$ cat src/hw/rtl/gn3_lerp.sv
`default_nettype none
// ----------------------------------------------------------------------------
// gn3_lerp
// Registered lerp a + rnd(t*(b-a)), two stages.
// ----------------------------------------------------------------------------
module gn3_lerp #(
	parameter int FRAC_BITS = 16
) (
	input  wire logic                        clk,
	input  wire logic                        en,
	input  wire logic        [FRAC_BITS:0]   t,
	input  wire logic signed [FRAC_BITS+3:0] a,
	input  wire logic signed [FRAC_BITS+3:0] b,
	output logic signed      [FRAC_BITS+3:0] y
);
	localparam int FB = FRAC_BITS;
	localparam int PW = 2*FB+6;

	logic signed [PW-1:0]   p_s1;
	logic signed [FB+3:0]   a_s1;
	logic signed [FB+3:0]   y_s2;
	logic signed [PW-1:0]   pr;
	logic signed [PW-1:0]   ps;

	assign pr = $signed({1'b0, t}) * (PW)'(b - a);
	assign ps = p_s1 + (PW)'(64'sd1 <<< (FB-1));

	always_ff @(posedge clk) begin
		if (en) begin
			p_s1 <= pr;
			a_s1 <= a;
			y_s2 <= a_s1 + (FB+4)'(ps >>> FB);
		end
	end

	assign y = y_s2;
endmodule
`default_nettype wire

$ cat config.mk
export PLATFORM = sky130hd
export DESIGN_NAME = gn3_lerp
export DESIGN_NICKNAME = d
export VERILOG_FILES = /design/src/hw/rtl/gn3_lerp.sv
export SDC_FILE = /design/constraint.sdc
export NUM_CORES = 1
export LEC_CHECK = 0
export ABC_AREA = 1
export BUFFER_PORTS_ARGS = -buffer_cell sky130_fd_sc_hd__buf_4
export CORE_ASPECT_RATIO = 1.25
export CORE_MARGIN = 5
export CORE_UTILIZATION = 55
export DETAILED_ROUTE_END_ITERATION = 16
export MAX_ROUTING_LAYER = met4
export PLACE_DENSITY = 0.84
export SLEW_MARGIN = 20
export SYNTH_ARGS = -nofsm -noshare
export SYNTH_HDL_FRONTEND = slang
export SYNTH_SLANG_ARGS = --single-unit
$ cat constraint.sdc
create_clock -name clk -period 10.91 [get_ports clk]
set_clock_uncertainty 0.2 [all_clocks]
set_input_delay 2.182 -clock clk [delete_from_list [all_inputs] [get_ports clk]]
set_output_delay 2.182 -clock clk [all_outputs]
set_load 0.02 [all_outputs]
==> qor.yml <==
die_h_um: 205.6
synth_mux_area_frac: 0
hp-class: "flip-flop to flip-flop"
avgSynthCellArea_um2: 8.229
core_area_mm2: 0.03012
clock_path_buffers: 2
synth_top_area_share: 0.3997
ctsHoldBuffers: 0
routedWlPerCell_um: 19.34
synth_area_leader_cell: "fa_1"
path_class: "input port to flip-flop"
final_antenna_net_count: 0
final_cells: 2515
post_cts_resized: 0
hpwlAfterDp_um: 40750
syn_area_mm2: 0.01683
ys_ff_latch: 61
syn2layout_area_growth_pct: 7.621
clkLatencyLatePin_ns: 0.33
totalWireLength_um: 48650
cpMostUsedCell: "fa_1"
grt_pass1_vias: 15360
setup_viol: 0
cp.arrival_ns: 9.92
synthAdderAreaFrac: 0.4934
grt_first_pass_wirelength_um: 78380
firstDrtPassIters: 6
ys_top_cells_by_area: "fa_1 40%, inv_1 12%, edfxtp_1 11%, ha_1 9.4%, nand2_1 7.4%"
synth_cell_types: 47
slowest_delay_ns: 0.68
final_nets: 2629
via_per_inst: 5.577
remaining_drc_errors: 0
holdWs_ns: 0.3887
fp.dieArea_mm2: 0.03422
cts_sinks: 61
worst_pin_slew_ns: 1.005
status: "finished, final reports clean"
synth_top_family_by_area: "adder cells"
ios: 79
yosysWarningCount: 0
hold_viol: 0
ys.flop_type: "edfxtp_1"
num_rows: 71
tritoncts: "done"
synth-simple-area-share: 0.1787
post-route-period-util: 0.9207
cp_max_fo: 10
clock-root-buffer: "clkbuf_16"
synth_compound_area_frac: 0.04729
start_util: 0.5588
period_minus_slack_ns: 10.04
grt.total_usage: 0.3010
cp-end-kind: "flip-flop"
antenna_found_initial: 2
maxCapViolations: 0
cts_htree_levels: 3
placed_cells: 2498
final_cell_mix: "535 x inv_1, 336 x fa_1, 332 x nand2_1"
slew_violations: 0
layout_commonest_cell: "inv_1"
synthXorXnorAreaFrac: 0.04089
place_congestion: 1.021
worstPathRequired_ns: 10.79
clk_pin_slew_ns: 0.05
grt_max_degree: 62
drive_gt1_frac: 0.06297
num_vias: 14027
clock.fmax_mhz: 99.56
rsz0062_at_grt: "no"
fin_tns_setup_ns: 0
numCtsBuffers: 9
netlist_instances: 2045
port_buffers: 78
drt_iter0_drc: 1100
grt-ovfl-total: 0
synth_nets: 2566
crit_slowest_cell: "xor2_2"
critPathLaunchType: "input port"
die_w_um: 166.5
synth_edf_count: 61
postSynth.asyncResetShare: 0
post_cts_buffers: 0
relSlewSlack: 0.3290
seq_area_frac_synth: 0.1088
routing by layer:
metal / GRT usage / part of all wire / routed length [um] / up-vias
met4: 0.1529 / 0.066 / 3217 / 0
met5: - / 0 / 0 / -
met2: 0.5304 / 0.50 / 24400 / 780
met3: 0.05457 / 0.086 / 4196 / 216
li1: - / - / - / 6204
met1: 0.3279 / 0.35 / 16840 / 6827
final cells by class:
cell class,count,area (um2)
clock buffers,11,232.7
clock inverters,4,16.27
fillers,2585,12000
diodes,2,5.005
well taps,401,501.7
inverters,541,2031
flip-flops and latches,61,1832
repair buffers,93,698.2
multi-input cells,1402,12790
synth_stat cells, drive strengths merged (2+ instances only):
cell      n
a31o      2
nand4    16
nand3    97
and3      2
xor2     55
clkbuf   34
buf       7
a21boi    4
nor4      5
and2      2
ha      126
o21ai    27
a21oi    68
nor3     10
or2       6
fa      336
a21o     10
a31oi     6
o211ai    3
inv     538
xnor2    21
a211oi    3
nor2    249
nand2   341
o21bai    6
clkinv    3
edfxtp   61
flip-flops by register name, summed over array words and instances (netlist names):
register,cells
y,20
p_s1,21
a_s1,20
final timing paths:
kind | slack [ns] | cells after the start | to | start
max | 0.87 | 30 | p_s1[27] | a[0]
min | 0.39 | 1 | y[0] | a_s1[0]
max reg2reg | 7.15 | 17 | y[18] | p_s1[15]
min reg2reg | 0.39 | 1 | y[0] | a_s1[0]
worst max-delay path: cells and delay by family:
| kind | cells | cell delay [ns] |
|---|---|---|
| compound gates | 4 | 1.20 |
| xor+xnor | 2 | 0.81 |
| fa+ha+maj | 9 | 3.85 |
| buf+inv | 7 | 0.72 |
| simple gates | 8 | 1.14 |
logic make-up (layout without fill, tap and decap cells):
| kind of cell | Yosys count | in the layout |
|---|---|---|
| and+or+nand+nor | 729 | 729 |
| buffers and inverters | 582 | 649 |
| adders and majority gates | 462 | 462 |
| AOI/OAI and AO/OA | 135 | 135 |
| xor gates and xnor gates | 76 | 76 |
| DFF | 61 | 61 |
| other | 0 | 2 |
stage by stage:
step	setup WS, ns	utilization	cell area [um2]
final	0.8656	0.6014	18110
after global routing	0.4912	0.6014	18110
after CTS	0.9581	0.6012	18110
after detailed placement	0.6473	0.5930	17860
after global placement	0.5938	0.5930	17860
after floorplan	2.090	-	16830
Power is not shown: default switching activity piles up to over one toggle a cycle in this logic, so the estimate is an artifact.
