<file path="config.mk">
export PLATFORM = sky130hd
export DESIGN_NAME = gn3_fade
export DESIGN_NICKNAME = d
export VERILOG_FILES = /design/src/hw/rtl/gn3_fade.sv
export SDC_FILE = /design/constraint.sdc
export NUM_CORES = 2
export LEC_CHECK = 0
export BUFFER_PORTS_ARGS = -buffer_cell sky130_fd_sc_hd__buf_4
export CORE_MARGIN = 8
export CORE_UTILIZATION = 30
export CTS_CLUSTER_DIAMETER = 50
export DETAILED_ROUTE_END_ITERATION = 10
export PLACE_DENSITY_LB_ADDON = 0.08
export SETUP_SLACK_MARGIN = 0.5
export SYNTH_ARGS = -nofsm -noshare
export SYNTH_HDL_FRONTEND = slang
export SYNTH_SLANG_ARGS = --single-unit
</file>
<file path="constraint.sdc">
create_clock -name clk -period 15.8 [get_ports clk]
set_input_delay 1.58 -clock clk [delete_from_list [all_inputs] [get_ports clk]]
set_output_delay 1.58 -clock clk [all_outputs]
set_load 0.01 [all_outputs]
</file>
<file path="src/hw/rtl/gn3_fade.sv">
`default_nettype none
// ----------------------------------------------------------------------------
// gn3_fade
// Pipelined quintic fade 6t^5-15t^4+10t^3, four register stages.
// ----------------------------------------------------------------------------
module gn3_fade #(
	parameter int FRAC_BITS = 16
) (
	input  wire logic                 clk,
	input  wire logic                 en,
	input  wire logic [FRAC_BITS-1:0] f,
	output logic      [FRAC_BITS:0]   fade
);
	localparam int FB = FRAC_BITS;
	localparam logic [2*FB+4:0] HALF = (2*FB+5)'(1) << (FB-1);

	logic [FB-1:0]   f_s1;
	logic [FB:0]     s_s1;
	logic [FB:0]     c_s2;
	logic [FB+3:0]   g_s2;
	logic [2*FB+4:0] p_s3;
	logic [FB:0]     fade_s4;

	logic [2*FB:0]   sq, cu;
	logic [2*FB+4:0] pr;

	assign sq = (2*FB+1)'(f) * (2*FB+1)'(f);
	assign cu = (2*FB+1)'(s_s1) * (2*FB+1)'(f_s1);
	assign pr = (2*FB+5)'(c_s2) * (2*FB+5)'(g_s2);

	// s1: square, s2: cube and g, s3: c*g product, s4: round
	always_ff @(posedge clk) begin
		if (en) begin
			f_s1    <= f;
			s_s1    <= (FB+1)'((sq + (2*FB+1)'(HALF)) >> FB);
			c_s2    <= (FB+1)'((cu + (2*FB+1)'(HALF)) >> FB);
			g_s2    <= (FB+4)'(10) * ((FB+4)'(1) << FB) + (FB+4)'(6) * (FB+4)'(s_s1)
				- (FB+4)'(15) * (FB+4)'(f_s1);
			p_s3    <= pr;
			fade_s4 <= (FB+1)'((p_s3 + HALF) >> FB);
		end
	end

	assign fade = fade_s4;
endmodule
`default_nettype wire

</file>
==> impl_metrics.json <==
{
  "critPathMaxFanout": 20,
  "die_y_um": 342.0,
  "htreeDepth": 3,
  "overflow": 0,
  "hold_class": "flop to flop",
  "arrival_ns": 7.48,
  "fp.dieW_um": 342.0,
  "cts_setup_buffers": 0,
  "num_rows": 119,
  "ys_types": 55,
  "r2r_cells": 21,
  "synth_top_area_frac": 0.4263,
  "fmax_mhz": 136.4,
  "cts.sinks": 105,
  "worst-setup-path-type": "flop to flop",
  "end_kind": "flop",
  "ant_nets": 0,
  "syn-cell-area_um2": 31890,
  "avgRoutedWirePerCell_um": 16.77,
  "avgSynthCellArea_um2": 9.379,
  "skew_ns": 0.02283,
  "first_pass_iters": 5,
  "tns_ns": 0,
  "final_cell_mix": "inv_1, fa_1, nand2_1",
  "syn-num-nets": 4474,
  "outcome": "completed",
  "cts_resized": 0,
  "finalCritPeriodShare": 0.4640,
  "worstPathRequired_ns": 15.95,
  "numPortBuffers": 34,
  "cts_buffers": 9,
  "relSlewSlack": 0.3093,
  "grt_max_degree": 68,
  "worstMarginPinSlew_ns": 1.036,
  "grt_pass1_wl_um": 132000,
  "hold_path_depth": 1,
  "ys_warn_count": 0,
  "antenna_found_initial": 5,
  "worstHoldStart": "p_s3[32]$_DFFE_PP_",
  "drive_gt1_frac": 0.02898,
  "cap_violations": 0,
  "core-area_um2": 105400,
  "final.min_clock_period_ns": 7.331,
  "die_area_um2": 117000,
  "io_pins": 35,
  "vias_per_cell": 4.336,
  "final-max-slew-violation-count": 0,
  "vias": 20700,
  "cts_tree": "built",
  "clk_latency_ns": 0.40,
  "grt_pass1_vias": 23350,
  "clk_pin_slew_ns": 0.10,
  "drc_errors": 0,
  "synth-seq-cells": 105,
  "yosys.area.top_type": "fa_1",
  "worst_setup_path_start_kind": "flop",
  "area_growth_pct": 6.878,
  "synth-edff-count": 105,
  "crit_path_start": "f_s1[1]$_DFFE_PP_",
  "synthTopCellsByArea": "fa_1, ha_1, inv_1",
  "drtIter0Drc": 714,
  "clock_path_buffers": 2,
  "finalHoldViolations": 0,
  "rsz0062_at_grt": "false",
  "yosysSeqAreaShare": 0.09888,
  "totalWireLength_um": 80080,
  "track_usage": 0.1425,
  "worstReg2RegStart": "f_s1[1]$_DFFE_PP_",
  "root_buffer": "clkbuf_16",
  "dp_hpwl_um": 63960,
  "gp_congestion": 0.7446,
  "ctsHoldBuffers": 0,
  "finalSetupViolations": 0,
  "final_common_cell": "inv_1",
  "syn_inst": 3400,
  "async_flop_share": 0,
  "ys.flop_type": "edfxtp_1",
  "initial_utilization": 0.3025,
  "fin_nets": 4451
}
[logic make-up after synthesis]
family	share of synthesized area
muxes	0.0006670
DFF	0.09888
AOI/OAI and AO/OA	0.03547
buffers and inverters	0.1213
adders and majority gates	0.5742
and+or+nand+nor	0.1418
xor gates and xnor gates	0.02774
[flip-flops by register name, summed over array words and instances (netlist names)]
name,count
s_s1,17
f_s1,16
p_s3,18
g_s2,20
c_s2,17
fade,17
[final timing paths]
| path | endpoint | slack [ns] |
|---|---|---|
| hold / removal | fade[16]$_DFFE_PP_ | 0.58 |
| setup / recovery | c_s2[15]$_DFFE_PP_ | 8.47 |
| setup reg to reg | c_s2[15]$_DFFE_PP_ | 8.47 |
| hold reg to reg | fade[16]$_DFFE_PP_ | 0.58 |
[area by class of cell]
cell class | count | area [um2]
Fill cell | 11130 | 71330
Multi-Input combinational cell | 2265 | 24870
Inverter | 924 | 3468
Sequential cell | 105 | 3153
Tap cell | 1391 | 1740
Timing Repair Buffer | 72 | 540.5
Clock buffer | 9 | 225.2
Clock inverter | 7 | 83.83
Antenna cell | 1 | 2.502
[critical path: stages, from the launching register on]
cell       delay (ns)
edfxtp_1         0.98
nand2_1          0.18
fa_1             0.54
fa_1             0.53
fa_1             0.52
inv_1            0.06
fa_1             0.52
fa_1             0.50
inv_1            0.05
fa_1             0.47
inv_1            0.04
ha_1             0.32
a211oi_1         0.30
o21ai_0          0.27
a2111oi_2        0.39
a21oi_1          0.19
o21a_1           0.25
nand3_1          0.14
a31oi_1          0.16
a41oi_1          0.35
a21boi_0         0.16
xor2_1           0.16
[Yosys cell counts (all sizes together), types with 9 or more instances]
library cell and number:
inv 924, a21oi 53, or3 9, nand4 9, o21ai 32, nor3 22
fa 679, edfxtp 105, ha 377, nand3 26, nor2 76, a21o 22
a21boi 10, clkbuf 104, and3 15, nor2b 9, nand2 428, o21a 13
xnor2 78, xor2 23, and2 324
[metrics by stage]
step | hold WS, ns | worst slack (ns) | instance area, um2 | instances | util
after CTS | 0.5752 | 8.382 | 34080 | 4773 | 0.3233
after detailed placement | 0.5565 | 8.123 | 33770 | 4757 | 0.3203
after global routing | 0.5826 | 8.040 | 34080 | 4773 | 0.3233
after floorplan | 0.5269 | 8.438 | 31890 | 3400 | -
final | 0.5760 | 8.469 | 34080 | 4774 | 0.3233
after global placement | 0.5569 | 8.125 | 33770 | 4757 | 0.3203
[metal layers]
layer / vias to the layer above / wire length (um) / part of all wire / track usage
li1: 9961 / - / - / -
met1: 10570 / 39790 / 0.50 / 0.2002
met2: 140 / 38460 / 0.48 / 0.2472
met3: 25 / 1229 / 0.015 / 0.009896
met4: 0 / 597 / 0.0075 / 0.01761
met5: - / 0 / 0 / 0
Power is left out: the tool's default activity adds up to more than one toggle a clock period on the data nets, which glitch-free logic cannot reach.
